File: config.mk
export PLATFORM = sky130hd
export DESIGN_NAME = diff_drive_wheel_pd_controller
export DESIGN_NICKNAME = d
export VERILOG_FILES = /design/src/ddwpd_pkg.sv /design/src/diff_drive_wheel_pd_controller.sv /design/src/ddwpd_useq.sv /design/src/ddwpd_dpath.sv
export SDC_FILE = /design/constraint.sdc
export NUM_CORES = 2
export LEC_CHECK = 0
export ABC_AREA = 1
export BUFFER_PORTS_ARGS = -buffer_cell sky130_fd_sc_hd__clkbuf_2
export CAP_MARGIN = 10
export CORE_AREA = 2 2 406 408
export CTS_BUF_LIST = sky130_fd_sc_hd__clkbuf_8
export DETAILED_ROUTE_END_ITERATION = 6
export DIE_AREA = 0 0 408 410
export GPL_ROUTABILITY_DRIVEN = 0
export PLACE_DENSITY_LB_ADDON = 0.05
export SETUP_SLACK_MARGIN = 0.5
export SLEW_MARGIN = 30
export SYNTH_ARGS = -nofsm -noshare
export SYNTH_HDL_FRONTEND = slang
export SYNTH_HIERARCHICAL = 1
export SYNTH_SLANG_ARGS = --single-unit
export TNS_END_PERCENT = 30
File: constraint.sdc
create_clock -name clk -period 21.8 [get_ports clk]
set_input_delay 3.27 -clock clk [delete_from_list [all_inputs] [get_ports clk]]
set_output_delay 3.27 -clock clk [all_outputs]
set_load 0.03 [all_outputs]
File: src/ddwpd_pkg.sv
// shared types, constants and microcode table of the wheel speed controller
`default_nettype none

package ddwpd_pkg;

  // field widths
  localparam int unsigned ACT_W    = 2;
  localparam int unsigned SPD_W    = 17;
  localparam int unsigned DT_W     = 20;
  localparam int unsigned GAIN_W   = 16;
  localparam int unsigned CMD_W    = 10;
  localparam int unsigned CFG_IDX_W = 3;

  // internal widths
  localparam int unsigned MUL_W    = 24;
  localparam int unsigned PROD_W   = 2 * MUL_W;
  localparam int unsigned TGT_W    = 21;
  localparam int unsigned ERR_W    = TGT_W + 1;
  localparam int unsigned DE_W     = ERR_W + 1;
  localparam int unsigned HALF_W   = 20;
  localparam int unsigned WIDE_W   = 2 * HALF_W;
  localparam int unsigned ACC_W    = 62;
  localparam int unsigned REM_W    = ACC_W - 1;
  localparam int unsigned FRAC_SH  = 13;
  localparam int unsigned DIV_SH   = 24;
  localparam int unsigned DS_W     = DT_W + DIV_SH;
  localparam int unsigned Q_W      = 9;
  localparam int unsigned CNT_W    = 4;
  localparam int unsigned PC_W     = 6;

  // arithmetic constants
  localparam logic signed [MUL_W-1:0] K_TARGET_SCALE = 24'sd8192;
  localparam logic signed [MUL_W-1:0] K_TRIM_SCALE   = 24'sd256;
  localparam logic signed [MUL_W-1:0] K_US_PER_S     = 24'sd1000000;
  localparam logic [Q_W-1:0]          CMD_LIMIT      = 9'd300;
  localparam logic signed [CMD_W-1:0] CMD_MAX        = 10'sd300;
  localparam logic signed [CMD_W-1:0] CMD_MIN        = -10'sd300;

  // action codes
  localparam logic [ACT_W-1:0] ACT_DRIVE = 2'd0;
  localparam logic [ACT_W-1:0] ACT_CLEAR = 2'd1;
  localparam logic [ACT_W-1:0] ACT_STOP  = 2'd2;
  localparam logic [ACT_W-1:0] ACT_BAD   = 2'd3;

  // register indexes
  localparam logic [CFG_IDX_W-1:0] CFG_TRACK_WIDTH = 3'd0;
  localparam logic [CFG_IDX_W-1:0] CFG_PROP_GAIN   = 3'd1;
  localparam logic [CFG_IDX_W-1:0] CFG_DERIV_GAIN  = 3'd2;
  localparam logic [CFG_IDX_W-1:0] CFG_FF_GAIN     = 3'd3;
  localparam logic [CFG_IDX_W-1:0] CFG_RIGHT_TRIM  = 3'd4;

  // register reset values
  localparam logic [GAIN_W-1:0]        RST_TRACK_WIDTH = 16'd3610;
  localparam logic [GAIN_W-1:0]        RST_PROP_GAIN   = 16'd2048;
  localparam logic [GAIN_W-1:0]        RST_DERIV_GAIN  = 16'd38;
  localparam logic [GAIN_W-1:0]        RST_FF_GAIN     = 16'd2048;
  localparam logic signed [GAIN_W-1:0] RST_RIGHT_TRIM  = -16'sd512;

  typedef struct packed {
    logic [GAIN_W-1:0]        track_width;
    logic [GAIN_W-1:0]        prop_gain;
    logic [GAIN_W-1:0]        deriv_gain;
    logic [GAIN_W-1:0]        ff_gain;
    logic signed [GAIN_W-1:0] right_trim;
  } cfg_regs_t;

  typedef struct packed {
    logic [ACT_W-1:0]        action;
    logic signed [SPD_W-1:0] lin_speed;
    logic signed [SPD_W-1:0] ang_rate;
    logic [DT_W-1:0]         dt_us;
    logic signed [SPD_W-1:0] meas_left;
    logic signed [SPD_W-1:0] meas_right;
  } drive_item_t;

  // multiplier operand pairs
  typedef enum logic [3:0] {
    MS_NONE,
    MS_TW_ANG,
    MS_LIN_K,
    MS_FF_TGT,
    MS_PG_ERR,
    MS_TRIM_K,
    MS_DG_DE,
    MS_ALO_DT,
    MS_AHI_DT,
    MS_XLO_US,
    MS_XHI_US
  } mul_sel_t;

  typedef enum logic [1:0] {
    AC_NONE,
    AC_LOAD,
    AC_LOADN,
    AC_ADD
  } acc_op_t;

  typedef enum logic [3:0] {
    AX_NONE,
    AX_TGT_ERR,
    AX_DE,
    AX_SAVE_A,
    AX_SAVE_X,
    AX_ABS,
    AX_OVF,
    AX_DIV,
    AX_FIN,
    AX_CLR,
    AX_ZERO,
    AX_EMIT
  } aux_op_t;

  typedef enum logic [3:0] {
    JC_NEXT,
    JC_GOTO,
    JC_WAIT_IN,
    JC_WAIT_OUT,
    JC_IF_DTZ,
    JC_IF_CLR,
    JC_IF_STOP,
    JC_IF_BAD,
    JC_LOOP
  } jump_cond_t;

  typedef struct packed {
    mul_sel_t         mul_sel;
    acc_op_t          acc_op;
    logic             acc_sh;
    aux_op_t          aux;
    logic             wheel;
    jump_cond_t       jc;
    logic [PC_W-1:0]  target;
  } ctrl_word_t;

  typedef struct packed {
    logic in_fire;
    logic out_free;
    logic act_clear;
    logic act_stop;
    logic act_bad;
    logic dt_zero;
    logic loop_more;
  } seq_status_t;

  localparam logic WHEEL_L = 1'b0;
  localparam logic WHEEL_R = 1'b1;
  localparam logic SH_0    = 1'b0;
  localparam logic SH_HALF = 1'b1;

  // program addresses
  localparam logic [PC_W-1:0] A_IDLE  = 6'd0;
  localparam logic [PC_W-1:0] A_L_ABS = 6'd18;
  localparam logic [PC_W-1:0] A_L_DIV = 6'd20;
  localparam logic [PC_W-1:0] A_R_ABS = 6'd37;
  localparam logic [PC_W-1:0] A_R_DIV = 6'd39;
  localparam logic [PC_W-1:0] A_EMIT  = 6'd41;
  localparam logic [PC_W-1:0] A_CLR   = 6'd42;
  localparam logic [PC_W-1:0] A_STOP  = 6'd43;

  function automatic ctrl_word_t uw(input mul_sel_t m, input acc_op_t a, input logic sh,
                                    input aux_op_t x, input logic wh, input jump_cond_t j,
                                    input logic [PC_W-1:0] t);
    ctrl_word_t w;
    w.mul_sel = m;
    w.acc_op  = a;
    w.acc_sh  = sh;
    w.aux     = x;
    w.wheel   = wh;
    w.jc      = j;
    w.target  = t;
    return w;
  endfunction

  // control store; the product register is filled from the multiply select of the word before
  function automatic ctrl_word_t ucode_rom(input logic [PC_W-1:0] addr);
    ctrl_word_t w;
    case (addr)
      // dispatch
      6'd0:  w = uw(MS_NONE,   AC_NONE,  SH_0,    AX_NONE,    WHEEL_L, JC_WAIT_IN, A_IDLE);
      6'd1:  w = uw(MS_NONE,   AC_NONE,  SH_0,    AX_NONE,    WHEEL_L, JC_IF_CLR,  A_CLR);
      6'd2:  w = uw(MS_NONE,   AC_NONE,  SH_0,    AX_NONE,    WHEEL_L, JC_IF_STOP, A_STOP);
      6'd3:  w = uw(MS_NONE,   AC_NONE,  SH_0,    AX_NONE,    WHEEL_L, JC_IF_BAD,  A_IDLE);
      // left wheel
      6'd4:  w = uw(MS_TW_ANG, AC_NONE,  SH_0,    AX_NONE,    WHEEL_L, JC_NEXT,    A_IDLE);
      6'd5:  w = uw(MS_LIN_K,  AC_LOADN, SH_0,    AX_NONE,    WHEEL_L, JC_NEXT,    A_IDLE);
      6'd6:  w = uw(MS_NONE,   AC_ADD,   SH_0,    AX_NONE,    WHEEL_L, JC_NEXT,    A_IDLE);
      6'd7:  w = uw(MS_NONE,   AC_NONE,  SH_0,    AX_TGT_ERR, WHEEL_L, JC_NEXT,    A_IDLE);
      6'd8:  w = uw(MS_FF_TGT, AC_NONE,  SH_0,    AX_DE,      WHEEL_L, JC_NEXT,    A_IDLE);
      6'd9:  w = uw(MS_PG_ERR, AC_LOAD,  SH_0,    AX_NONE,    WHEEL_L, JC_NEXT,    A_IDLE);
      6'd10: w = uw(MS_NONE,   AC_ADD,   SH_0,    AX_NONE,    WHEEL_L, JC_NEXT,    A_IDLE);
      6'd11: w = uw(MS_NONE,   AC_NONE,  SH_0,    AX_SAVE_A,  WHEEL_L, JC_IF_DTZ,  A_L_ABS);
      6'd12: w = uw(MS_DG_DE,  AC_NONE,  SH_0,    AX_NONE,    WHEEL_L, JC_NEXT,    A_IDLE);
      6'd13: w = uw(MS_ALO_DT, AC_NONE,  SH_0,    AX_SAVE_X,  WHEEL_L, JC_NEXT,    A_IDLE);
      6'd14: w = uw(MS_AHI_DT, AC_LOAD,  SH_0,    AX_NONE,    WHEEL_L, JC_NEXT,    A_IDLE);
      6'd15: w = uw(MS_XLO_US, AC_ADD,   SH_HALF, AX_NONE,    WHEEL_L, JC_NEXT,    A_IDLE);
      6'd16: w = uw(MS_XHI_US, AC_ADD,   SH_0,    AX_NONE,    WHEEL_L, JC_NEXT,    A_IDLE);
      6'd17: w = uw(MS_NONE,   AC_ADD,   SH_HALF, AX_NONE,    WHEEL_L, JC_NEXT,    A_IDLE);
      6'd18: w = uw(MS_NONE,   AC_NONE,  SH_0,    AX_ABS,     WHEEL_L, JC_NEXT,    A_IDLE);
      6'd19: w = uw(MS_NONE,   AC_NONE,  SH_0,    AX_OVF,     WHEEL_L, JC_NEXT,    A_IDLE);
      6'd20: w = uw(MS_NONE,   AC_NONE,  SH_0,    AX_DIV,     WHEEL_L, JC_LOOP,    A_L_DIV);
      6'd21: w = uw(MS_NONE,   AC_NONE,  SH_0,    AX_FIN,     WHEEL_L, JC_NEXT,    A_IDLE);
      // right wheel, with trim
      6'd22: w = uw(MS_TW_ANG, AC_NONE,  SH_0,    AX_NONE,    WHEEL_R, JC_NEXT,    A_IDLE);
      6'd23: w = uw(MS_LIN_K,  AC_LOAD,  SH_0,    AX_NONE,    WHEEL_R, JC_NEXT,    A_IDLE);
      6'd24: w = uw(MS_NONE,   AC_ADD,   SH_0,    AX_NONE,    WHEEL_R, JC_NEXT,    A_IDLE);
      6'd25: w = uw(MS_NONE,   AC_NONE,  SH_0,    AX_TGT_ERR, WHEEL_R, JC_NEXT,    A_IDLE);
      6'd26: w = uw(MS_FF_TGT, AC_NONE,  SH_0,    AX_DE,      WHEEL_R, JC_NEXT,    A_IDLE);
      6'd27: w = uw(MS_PG_ERR, AC_LOAD,  SH_0,    AX_NONE,    WHEEL_R, JC_NEXT,    A_IDLE);
      6'd28: w = uw(MS_TRIM_K, AC_ADD,   SH_0,    AX_NONE,    WHEEL_R, JC_NEXT,    A_IDLE);
      6'd29: w = uw(MS_NONE,   AC_ADD,   SH_0,    AX_NONE,    WHEEL_R, JC_NEXT,    A_IDLE);
      6'd30: w = uw(MS_NONE,   AC_NONE,  SH_0,    AX_SAVE_A,  WHEEL_R, JC_IF_DTZ,  A_R_ABS);
      6'd31: w = uw(MS_DG_DE,  AC_NONE,  SH_0,    AX_NONE,    WHEEL_R, JC_NEXT,    A_IDLE);
      6'd32: w = uw(MS_ALO_DT, AC_NONE,  SH_0,    AX_SAVE_X,  WHEEL_R, JC_NEXT,    A_IDLE);
      6'd33: w = uw(MS_AHI_DT, AC_LOAD,  SH_0,    AX_NONE,    WHEEL_R, JC_NEXT,    A_IDLE);
      6'd34: w = uw(MS_XLO_US, AC_ADD,   SH_HALF, AX_NONE,    WHEEL_R, JC_NEXT,    A_IDLE);
      6'd35: w = uw(MS_XHI_US, AC_ADD,   SH_0,    AX_NONE,    WHEEL_R, JC_NEXT,    A_IDLE);
      6'd36: w = uw(MS_NONE,   AC_ADD,   SH_HALF, AX_NONE,    WHEEL_R, JC_NEXT,    A_IDLE);
      6'd37: w = uw(MS_NONE,   AC_NONE,  SH_0,    AX_ABS,     WHEEL_R, JC_NEXT,    A_IDLE);
      6'd38: w = uw(MS_NONE,   AC_NONE,  SH_0,    AX_OVF,     WHEEL_R, JC_NEXT,    A_IDLE);
      6'd39: w = uw(MS_NONE,   AC_NONE,  SH_0,    AX_DIV,     WHEEL_R, JC_LOOP,    A_R_DIV);
      6'd40: w = uw(MS_NONE,   AC_NONE,  SH_0,    AX_FIN,     WHEEL_R, JC_NEXT,    A_IDLE);
      // result, clear and stop
      6'd41: w = uw(MS_NONE,   AC_NONE,  SH_0,    AX_EMIT,    WHEEL_L, JC_WAIT_OUT, A_IDLE);
      6'd42: w = uw(MS_NONE,   AC_NONE,  SH_0,    AX_CLR,     WHEEL_L, JC_GOTO,    A_IDLE);
      6'd43: w = uw(MS_NONE,   AC_NONE,  SH_0,    AX_ZERO,    WHEEL_L, JC_GOTO,    A_EMIT);
      default: w = uw(MS_NONE, AC_NONE,  SH_0,    AX_NONE,    WHEEL_L, JC_GOTO,    A_IDLE);
    endcase
    return w;
  endfunction

endpackage

`default_nettype wire

File: src/diff_drive_wheel_pd_controller.sv
// top level of the two-wheel drive speed controller with feedforward and pd terms
`default_nettype none

// Two-wheel drive speed controller. A drive item (action 0) carries body speed,
// turn rate, the time step in microseconds and both measured wheel speeds; it
// yields one result with a left and a right motor command, each feedforward plus
// proportional plus derivative, clamped to +-300 and truncated toward zero; the
// right wheel adds a trim. A dt_us of zero drops the derivative term. A clear item
// (action 1) zeroes the stored wheel errors and yields no result, a stop item
// (action 2) yields a pair of zero commands, and action 3 is dropped. The work is
// run by a 44-word microprogram over one 24x24 multiplier and an accumulator; each
// wheel ends with a restoring divider that makes one quotient bit per cycle, nine
// bits in all. A new item is taken only when the program is back at its idle
// word, once the last item is through. The finished result sits in an output
// register, so the next item is taken while it waits; the block only stalls
// when a second result is ready before the first one was taken. Configuration
// writes are taken at any cycle and should only be made while the block is idle.

module diff_drive_wheel_pd_controller (
  input  wire                                       clk,
  input  wire                                       rst,
  // configuration
  input  wire                                       cfg_valid,
  output logic                                      cfg_ready,
  input  wire  [ddwpd_pkg::CFG_IDX_W-1:0]           cfg_index,
  input  wire  [ddwpd_pkg::GAIN_W-1:0]              cfg_data,
  // drive items
  input  wire                                       in_valid,
  output logic                                      in_ready,
  input  wire  [ddwpd_pkg::ACT_W-1:0]               action,
  input  wire  signed [ddwpd_pkg::SPD_W-1:0]        lin_speed,
  input  wire  signed [ddwpd_pkg::SPD_W-1:0]        ang_rate,
  input  wire  [ddwpd_pkg::DT_W-1:0]                dt_us,
  input  wire  signed [ddwpd_pkg::SPD_W-1:0]        meas_left,
  input  wire  signed [ddwpd_pkg::SPD_W-1:0]        meas_right,
  // motor commands
  output logic                                      out_valid,
  input  wire                                       out_ready,
  output logic signed [ddwpd_pkg::CMD_W-1:0]        left_cmd,
  output logic signed [ddwpd_pkg::CMD_W-1:0]        right_cmd
);
  import ddwpd_pkg::*;

  cfg_regs_t               cfg;
  drive_item_t             item;
  ctrl_word_t              ctrl;
  seq_status_t             st;
  logic                    in_fire;
  logic                    out_free;
  logic                    loop_more;
  logic signed [CMD_W-1:0] cmd_left;
  logic signed [CMD_W-1:0] cmd_right;

  // config writes never stall
  assign cfg_ready = 1'b1;

  // input is taken only at the idle word of the program
  assign in_ready = (ctrl.jc == JC_WAIT_IN);
  assign in_fire  = in_valid && in_ready;
  // output register can take a new result this cycle
  assign out_free = !out_valid || out_ready;

  assign st.in_fire   = in_fire;
  assign st.out_free  = out_free;
  assign st.act_clear = (item.action == ACT_CLEAR);
  assign st.act_stop  = (item.action == ACT_STOP);
  assign st.act_bad   = (item.action == ACT_BAD);
  assign st.dt_zero   = (item.dt_us == '0);
  assign st.loop_more = loop_more;

  // configuration registers
  always_ff @(posedge clk) begin
    if (rst) begin
      cfg.track_width <= RST_TRACK_WIDTH;
      cfg.prop_gain   <= RST_PROP_GAIN;
      cfg.deriv_gain  <= RST_DERIV_GAIN;
      cfg.ff_gain     <= RST_FF_GAIN;
      cfg.right_trim  <= RST_RIGHT_TRIM;
    end else if (cfg_valid && cfg_ready) begin
      case (cfg_index)
        CFG_TRACK_WIDTH: cfg.track_width <= cfg_data;
        CFG_PROP_GAIN:   cfg.prop_gain   <= cfg_data;
        CFG_DERIV_GAIN:  cfg.deriv_gain  <= cfg_data;
        CFG_FF_GAIN:     cfg.ff_gain     <= cfg_data;
        CFG_RIGHT_TRIM:  cfg.right_trim  <= cfg_data;
        default: ;
      endcase
    end
  end

  // item capture on input transfer
  always_ff @(posedge clk) begin
    if (rst) begin
      item.action <= ACT_DRIVE;
    end else if (in_fire) begin
      item.action <= action;
    end
    if (in_fire) begin
      item.lin_speed  <= lin_speed;
      item.ang_rate   <= ang_rate;
      item.dt_us      <= dt_us;
      item.meas_left  <= meas_left;
      item.meas_right <= meas_right;
    end
  end

  // output register; the emit word holds until this is free
  always_ff @(posedge clk) begin
    if (rst) begin
      out_valid <= 1'b0;
    end else if (ctrl.aux == AX_EMIT && out_free) begin
      out_valid <= 1'b1;
    end else if (out_ready) begin
      out_valid <= 1'b0;
    end
  end

  always_ff @(posedge clk) begin
    if (ctrl.aux == AX_EMIT && out_free) begin
      left_cmd  <= cmd_left;
      right_cmd <= cmd_right;
    end
  end

  ddwpd_useq u_useq (
    .clk  (clk),
    .rst  (rst),
    .st   (st),
    .ctrl (ctrl)
  );

  ddwpd_dpath u_dpath (
    .clk       (clk),
    .rst       (rst),
    .ctrl      (ctrl),
    .cfg       (cfg),
    .item      (item),
    .cmd_left  (cmd_left),
    .cmd_right (cmd_right),
    .loop_more (loop_more)
  );

  a_cmd_range: assert property (@(posedge clk) disable iff (rst)
    out_valid |-> (left_cmd <= CMD_MAX && left_cmd >= CMD_MIN
                   && right_cmd <= CMD_MAX && right_cmd >= CMD_MIN))
    else $error("motor command outside the clamp range");

endmodule

`default_nettype wire

File: src/ddwpd_useq.sv
// microcode sequencer: step counter, control store and jump logic
`default_nettype none

module ddwpd_useq (
  input  wire                    clk,
  input  wire                    rst,
  input  ddwpd_pkg::seq_status_t st,
  output ddwpd_pkg::ctrl_word_t  ctrl
);
  import ddwpd_pkg::*;

  logic [PC_W-1:0] pc;
  logic [PC_W-1:0] pc_next;
  logic [PC_W-1:0] pc_inc;

  assign ctrl   = ucode_rom(pc);
  assign pc_inc = pc + PC_W'(1);

  always_comb begin
    case (ctrl.jc)
      JC_NEXT:     pc_next = pc_inc;
      JC_GOTO:     pc_next = ctrl.target;
      JC_WAIT_IN:  pc_next = st.in_fire ? pc_inc : pc;
      JC_WAIT_OUT: pc_next = st.out_free ? ctrl.target : pc;
      JC_IF_DTZ:   pc_next = st.dt_zero ? ctrl.target : pc_inc;
      JC_IF_CLR:   pc_next = st.act_clear ? ctrl.target : pc_inc;
      JC_IF_STOP:  pc_next = st.act_stop ? ctrl.target : pc_inc;
      JC_IF_BAD:   pc_next = st.act_bad ? ctrl.target : pc_inc;
      JC_LOOP:     pc_next = st.loop_more ? ctrl.target : pc_inc;
      default:     pc_next = A_IDLE;
    endcase
  end

  always_ff @(posedge clk) begin
    if (rst) begin
      pc <= A_IDLE;
    end else begin
      pc <= pc_next;
    end
  end

endmodule

`default_nettype wire

File: src/ddwpd_dpath.sv
// datapath: shared multiplier, accumulator, error store and serial divider
`default_nettype none

module ddwpd_dpath (
  input  wire                                      clk,
  input  wire                                      rst,
  input  ddwpd_pkg::ctrl_word_t                    ctrl,
  input  ddwpd_pkg::cfg_regs_t                     cfg,
  input  ddwpd_pkg::drive_item_t                   item,
  output logic signed [ddwpd_pkg::CMD_W-1:0]       cmd_left,
  output logic signed [ddwpd_pkg::CMD_W-1:0]       cmd_right,
  output logic                                     loop_more
);
  import ddwpd_pkg::*;

  logic signed [MUL_W-1:0]  op_a;
  logic signed [MUL_W-1:0]  op_b;
  logic signed [PROD_W-1:0] prod;
  logic signed [ACC_W-1:0]  acc;
  logic signed [ACC_W-1:0]  p_term;
  logic signed [ACC_W-1:0]  acc_neg;
  logic signed [TGT_W-1:0]  tgt;
  logic signed [ERR_W-1:0]  err;
  logic signed [DE_W-1:0]   de;
  logic signed [ERR_W-1:0]  last_left;
  logic signed [ERR_W-1:0]  last_right;
  logic [WIDE_W-1:0]        areg;
  logic [WIDE_W-1:0]        xreg;
  logic [REM_W-1:0]         rem;
  logic [DS_W-1:0]          ds;
  logic [Q_W-1:0]           quo;
  logic [CNT_W-1:0]         cnt;
  logic                     neg;
  logic                     ovf;

  logic signed [TGT_W-1:0]  tgt_new;
  logic signed [SPD_W-1:0]  meas_sel;
  logic signed [ERR_W-1:0]  last_sel;
  logic [DT_W-1:0]          dt_eff;
  logic [REM_W-1:0]         ds_ext;
  logic [REM_W:0]           trial;
  logic [Q_W-1:0]           mag;
  logic signed [CMD_W-1:0]  cmd_val;

  // operand select
  always_comb begin
    case (ctrl.mul_sel)
      MS_TW_ANG: begin
        op_a = {{(MUL_W-GAIN_W){1'b0}}, cfg.track_width};
        op_b = {{(MUL_W-SPD_W){item.ang_rate[SPD_W-1]}}, item.ang_rate};
      end
      MS_LIN_K: begin
        op_a = {{(MUL_W-SPD_W){item.lin_speed[SPD_W-1]}}, item.lin_speed};
        op_b = K_TARGET_SCALE;
      end
      MS_FF_TGT: begin
        op_a = {{(MUL_W-GAIN_W){1'b0}}, cfg.ff_gain};
        op_b = {{(MUL_W-TGT_W){tgt[TGT_W-1]}}, tgt};
      end
      MS_PG_ERR: begin
        op_a = {{(MUL_W-GAIN_W){1'b0}}, cfg.prop_gain};
        op_b = {{(MUL_W-ERR_W){err[ERR_W-1]}}, err};
      end
      MS_TRIM_K: begin
        op_a = {{(MUL_W-GAIN_W){cfg.right_trim[GAIN_W-1]}}, cfg.right_trim};
        op_b = K_TRIM_SCALE;
      end
      MS_DG_DE: begin
        op_a = {{(MUL_W-GAIN_W){1'b0}}, cfg.deriv_gain};
        op_b = {{(MUL_W-DE_W){de[DE_W-1]}}, de};
      end
      MS_ALO_DT: begin
        op_a = {{(MUL_W-HALF_W){1'b0}}, areg[HALF_W-1:0]};
        op_b = {{(MUL_W-DT_W){1'b0}}, item.dt_us};
      end
      MS_AHI_DT: begin
        op_a = {{(MUL_W-HALF_W){areg[WIDE_W-1]}}, areg[WIDE_W-1:HALF_W]};
        op_b = {{(MUL_W-DT_W){1'b0}}, item.dt_us};
      end
      MS_XLO_US: begin
        op_a = {{(MUL_W-HALF_W){1'b0}}, xreg[HALF_W-1:0]};
        op_b = K_US_PER_S;
      end
      MS_XHI_US: begin
        op_a = {{(MUL_W-HALF_W){xreg[WIDE_W-1]}}, xreg[WIDE_W-1:HALF_W]};
        op_b = K_US_PER_S;
      end
      default: begin
        op_a = '0;
        op_b = '0;
      end
    endcase
  end

  assign p_term  = ctrl.acc_sh ? {prod[ACC_W-HALF_W-1:0], {HALF_W{1'b0}}}
                               : {{(ACC_W-PROD_W){prod[PROD_W-1]}}, prod};
  assign acc_neg = -acc;

  // floor of the scaled target is an arithmetic shift
  assign tgt_new  = acc[FRAC_SH+TGT_W-1:FRAC_SH];
  assign meas_sel = ctrl.wheel ? item.meas_right : item.meas_left;
  assign last_sel = ctrl.wheel ? last_right : last_left;
  assign dt_eff   = (item.dt_us == '0) ? DT_W'(1) : item.dt_us;
  assign ds_ext   = {{(REM_W-DS_W){1'b0}}, ds};
  assign trial    = {1'b0, rem} - {1'b0, ds_ext};
  assign mag      = (ovf || quo > CMD_LIMIT) ? CMD_LIMIT : quo;
  assign cmd_val  = neg ? -$signed({1'b0, mag}) : $signed({1'b0, mag});
  assign loop_more = (cnt != '0);

  always_ff @(posedge clk) begin
    prod <= op_a * op_b;
    case (ctrl.acc_op)
      AC_LOAD:  acc <= p_term;
      AC_LOADN: acc <= -p_term;
      AC_ADD:   acc <= acc + p_term;
      default:  acc <= acc;
    endcase
  end

  always_ff @(posedge clk) begin
    if (rst) begin
      last_left  <= '0;
      last_right <= '0;
    end else begin
      case (ctrl.aux)
        AX_TGT_ERR: begin
          tgt <= tgt_new;
          err <= {tgt_new[TGT_W-1], tgt_new}
                 - {{(ERR_W-SPD_W){meas_sel[SPD_W-1]}}, meas_sel};
        end
        AX_DE: begin
          de <= {err[ERR_W-1], err} - {last_sel[ERR_W-1], last_sel};
          if (ctrl.wheel) begin
            last_right <= err;
          end else begin
            last_left <= err;
          end
        end
        AX_SAVE_A: areg <= acc[WIDE_W-1:0];
        AX_SAVE_X: xreg <= prod[WIDE_W-1:0];
        AX_ABS: begin
          neg <= acc[ACC_W-1];
          rem <= acc[ACC_W-1] ? acc_neg[REM_W-1:0] : acc[REM_W-1:0];
          ds  <= {dt_eff, {DIV_SH{1'b0}}};
        end
        AX_OVF: begin
          // quotient beyond the nine bits means the command clamps
          ovf <= rem >= {{(REM_W-DS_W-1){1'b0}}, ds, 1'b0};
          cnt <= CNT_W'(Q_W - 1);
          quo <= '0;
        end
        AX_DIV: begin
          if (!trial[REM_W]) begin
            rem <= trial[REM_W-1:0];
          end
          quo <= {quo[Q_W-2:0], !trial[REM_W]};
          ds  <= ds >> 1;
          cnt <= cnt - CNT_W'(1);
        end
        AX_FIN: begin
          if (ctrl.wheel) begin
            cmd_right <= cmd_val;
          end else begin
            cmd_left <= cmd_val;
          end
        end
        AX_CLR: begin
          last_left  <= '0;
          last_right <= '0;
        end
        AX_ZERO: begin
          cmd_left  <= '0;
          cmd_right <= '0;
        end
        default: ;
      endcase
    end
  end

  a_divisor_nonzero: assert property (@(posedge clk) disable iff (rst)
    ctrl.aux == AX_OVF |-> ds != '0)
    else $error("divisor is zero at the range check");

  a_div_remainder: assert property (@(posedge clk) disable iff (rst)
    (ctrl.aux == AX_DIV && !ovf) |-> rem < {ds_ext[REM_W-2:0], 1'b0})
    else $error("division remainder out of bounds");

endmodule

`default_nettype wire
==> reports/metrics.sh <==
STATUS='finished, final reports clean'
CP_MAX_FO=21
CRITICAL_PATH.TOP_DELAY_FAMILY='adder cells'
CTS-ROOT-BUF='clkbuf_8'
ROW_COUNT=149
FINAL_AREA_SQ_UM=70500
NUMBER_OF_GLOBAL_ROUTE_VIAS_BEFORE_REPAIR=57400
CRITICAL_PATH.MOST_COMMON_CELL='inv_1'
FMAXACHIEVABLE_GHz=0.103
AREA.GROWTH.SYNTH_TO_FINAL_PCT=8.63
DIE_OUTLINE_AREA_SQ_UM=167000
POST-CTS-SETUP-BUFFERS=0
NUMBER_OF_H_TREE_LEVELS=3
CLKSINKCOUNT=659
SYNTHESIS.AREA_SQ_UM=64900
POST-ROUTE-MIN-PERIOD_NS=9.69
CTS_TREE='yes'
ARRIVAL_NS=10.36
FILLER_CELL_COUNT=17100
SETUP.WORST_PATH.START_CLASS='register'
GRT_ANTENNA_BEFORE_REPAIR=8
PRE_CTS_SLACK_NS=12.27
WORSTPATHREQUIRED_NS=22.48
FINAL_MIN_PERIOD_OVER_CLOCK_PERIOD=0.444
GRT_MAX_DEGREE=88
FP.DIEW_MICRONS=408
FP.COREAREA_SQ_UM=163000
REG2REG_SETUP_SLACK_NS=12.11
CLOCKBUFFERDEPTH=3
CPMAXSTAGEDELAYCELL='clkinv_1'
FIRST_PASS_GRT_WIRE_LENGTH_MICRONS=373000
HOLD_VIOL_FINAL=0
FIRST_ITER_VIOLATIONS=5418
POST_CTS_RESIZE_COUNT=0
YOSYS.CELL_COUNT.TOP_TYPE='nand2_1'
SYNTH.TOP_CELL.AREA_SHARE=0.211
TOTALNEGATIVESETUPSLACK_NS=0
GLOBALROUTEOVERFLOWTOTAL=0
DRT_PASS1_ITERATIONS=6
PLACED_CELL_AREA_SQ_UM=67900
INITIAL_UTILIZATION=0.397
TRITONCTS.NUM_BUFFERS=119
SYN_INST=8824
RELSLEWSLACK=0.286
POST_SYNTH_MAIN_AREA_CONTRIBUTORS='edfxtp_1 21%, fa_1 17%, nand2_1 14%'
SYNTH_AREA_LEADER_CELL='edfxtp_1'
FINAL_LAYOUT_SIZE_SUFFIX_GT1_FRAC=0.0610
PORT_BUFFERS=135
POST-ROUTE-WORST-SETUP-SLACK_NS=12.11
MAX_CAP_VIOL=0
DPL.HPWL_MICRONS=201000
DESIGN.PORTCOUNT=137
FINALSETUPVIOLCOUNT=0
SYNTH_ENABLE_FLOP_CELLS=456
TIMING.SETUP.CRITICAL_PATH_CLASS='register to register'
NUM-NETS-FINAL=9962
WORST-PATH-BUF-INV=9
SYNTH.CELLS.MOST_FREQUENT='2,505 x nand2_1, 1,739 x inv_1, 873 x nor2_1, 562 x fa_1, 457 x nand3_1'
FLOORPLAN.DIE.HEIGHT_MICRONS=410
MAXSLEWVIOLCOUNT=0
CLK_LATENCY_NS=0.87
SEQ_AREA_FRAC_SYNTH=0.274
CRITPATHMAXSTAGEDELAY_NS=1.02
YS.FLOP_TYPE='edfxtp_1'
CLK_TRANSITION_REPORTED_PATHS_NS=0.06
WORST_HOLD_PATH_TYPE='register to register'
YS_WARN_COUNT=6
SYNTH-ASYNC-RESET-RATIO=0
TOTAL_VIA_COUNT_IN_THE_ROUTED_DESIGN=58800
WL_MICRONS=253000
WL_PER_CELL_MICRONS=22.5
POST_SYNTH.CELL_AREA_AVG_SQ_UM=7.36
POST_LAYOUT_NONFILLER_INSTANCES=11200
ANTENNA_VIOLATING_NETS_POST_ROUTE=0
GRT.TOTAL_USAGE=0.298
CTS-HOLD-FIX-BUFFERS=0
WORST_SLEW_PIN_SLEW_NS=1.06
RSZ_0062_RAISED_AFTER_GLOBAL_ROUTING='no'
ENDPOINT_KIND='register'
NUMBER_OF_FLIP_FLOPS_AND_LATCHES_IN_THE_SYNTHESIZED_NETLIST=659
DETAIL_ROUTE.VIAS_PER_CELL=5.23
NUMBER_OF_DIFFERENT_LIBRARY_CELLS_IN_THE_POST_SYNTHESIS_NETLIST=68
ROUTE.DETAILED.DRC=0
CLOCK_SKEW_NS=0.0877
NUMBER_OF_PLACED_CELLS_COUNTING_WELL_TAPS=11000
state kept, by name (all words and copies together) (netlist names), 21 cells and up:
register            count
cfg                    80
item                   90
u_dpath/acc            62
u_dpath/areg           40
u_dpath/de             23
u_dpath/ds             44
u_dpath/err            22
u_dpath/last_left      22
u_dpath/last_right     22
u_dpath/prod           48
u_dpath/rem            61
u_dpath/tgt            21
u_dpath/xreg           40
u_useq/ctrl            22
per-layer routing:
layer / share of wire / up-vias / GRT usage / wire [microns]
li1: - / 27800 / - / -
met1: 0.43 / 28300 / 0.404 / 110000
met2: 0.45 / 2254 / 0.478 / 115000
met3: 0.065 / 431 / 0.0406 / 16500
met4: 0.045 / 2 / 0.125 / 11400
met5: 0.000028 / - / 0 / 7
worst reg2reg max path, delay by kind of cell, from the launching register on:
family | cells | cell delay (ns)
AOI/OAI and AO/OA | 3 | 1.08
xor gates and xnor gates | 1 | 0.15
adders and majority gates | 8 | 3.94
buffers and inverters | 9 | 1.79
DFF | 1 | 0.38
and+or+nand+nor | 9 | 2.18
cells in the final DEF, fill, tap and decap left out, drive strengths merged, types with 8 or more instances in the layout:
master / instances
xor2: 78
o22ai: 9
nor2: 903
inv: 1792
and2: 8
a22o: 37
nand2: 2538
conb: 19
o211ai: 23
clkbuf: 272
buf: 74
clkinv: 58
nor3: 83
ha: 336
a221oi: 20
fa: 562
nor4: 25
nand4: 124
a21o: 10
o21a: 11
mux2i: 35
o21ai: 344
dfxtp: 203
nand3: 464
xnor2: 34
a31oi: 12
edfxtp: 456
a21oi: 406
o21bai: 32
nand3b: 22
or2: 14
cell families after synthesis:
kind of cell               after synthesis  synth area share
and+or+nand+nor                       4188             0.266
buffers and inverters                 1993             0.121
AOI/OAI and AO/OA                      936            0.0813
adders and majority gates              898             0.238
DFF                                    659             0.274
xor gates and xnor gates               112            0.0151
muxes                                   35           0.00540
other                                    3          0.000173
cell type report:
type	instances	area, sq um	area share
clock buffers	137	1890	0.0267
flip-flops and latches	659	17800	0.252
diodes	3	7.51	0.000106
well taps	2189	2740	0.0388
inverters	1773	6670	0.0946
clock inverters	85	639	0.00907
repair buffers	209	1270	0.0181
multi-input cells	6188	39500	0.561
through the flow:
| step | hold slack [ns] | utilization |
|---|---|---|
| 2_1_floorplan | 0.400 | - |
| 3_3_place_gp | 0.405 | 0.415 |
| 3_5_place_dp | 0.405 | 0.415 |
| 4_1_cts | 0.408 | 0.431 |
| 5_1_grt | 0.419 | 0.431 |
| 6_report | 0.408 | 0.431 |
worst paths after layout:
| path | from | endpoint | cells past startpoint |
|---|---|---|---|
| worst max-delay path | u_useq/ctrl[19]$_DFF_P_ | u_dpath/prod[43]$_DFF_P_ | 30 |
| worst min-delay path | u_dpath/cmd_left[5]$_DFFE_PP_ | left_cmd[5]$_DFFE_PP_ | 0 |
| worst max register to register | u_useq/ctrl[19]$_DFF_P_ | u_dpath/prod[43]$_DFF_P_ | 30 |
| worst min register to register | u_dpath/cmd_left[5]$_DFFE_PP_ | left_cmd[5]$_DFFE_PP_ | 0 |
Power is not shown: default switching activity piles up to over one toggle a cycle in this logic, so the estimate is an artifact.
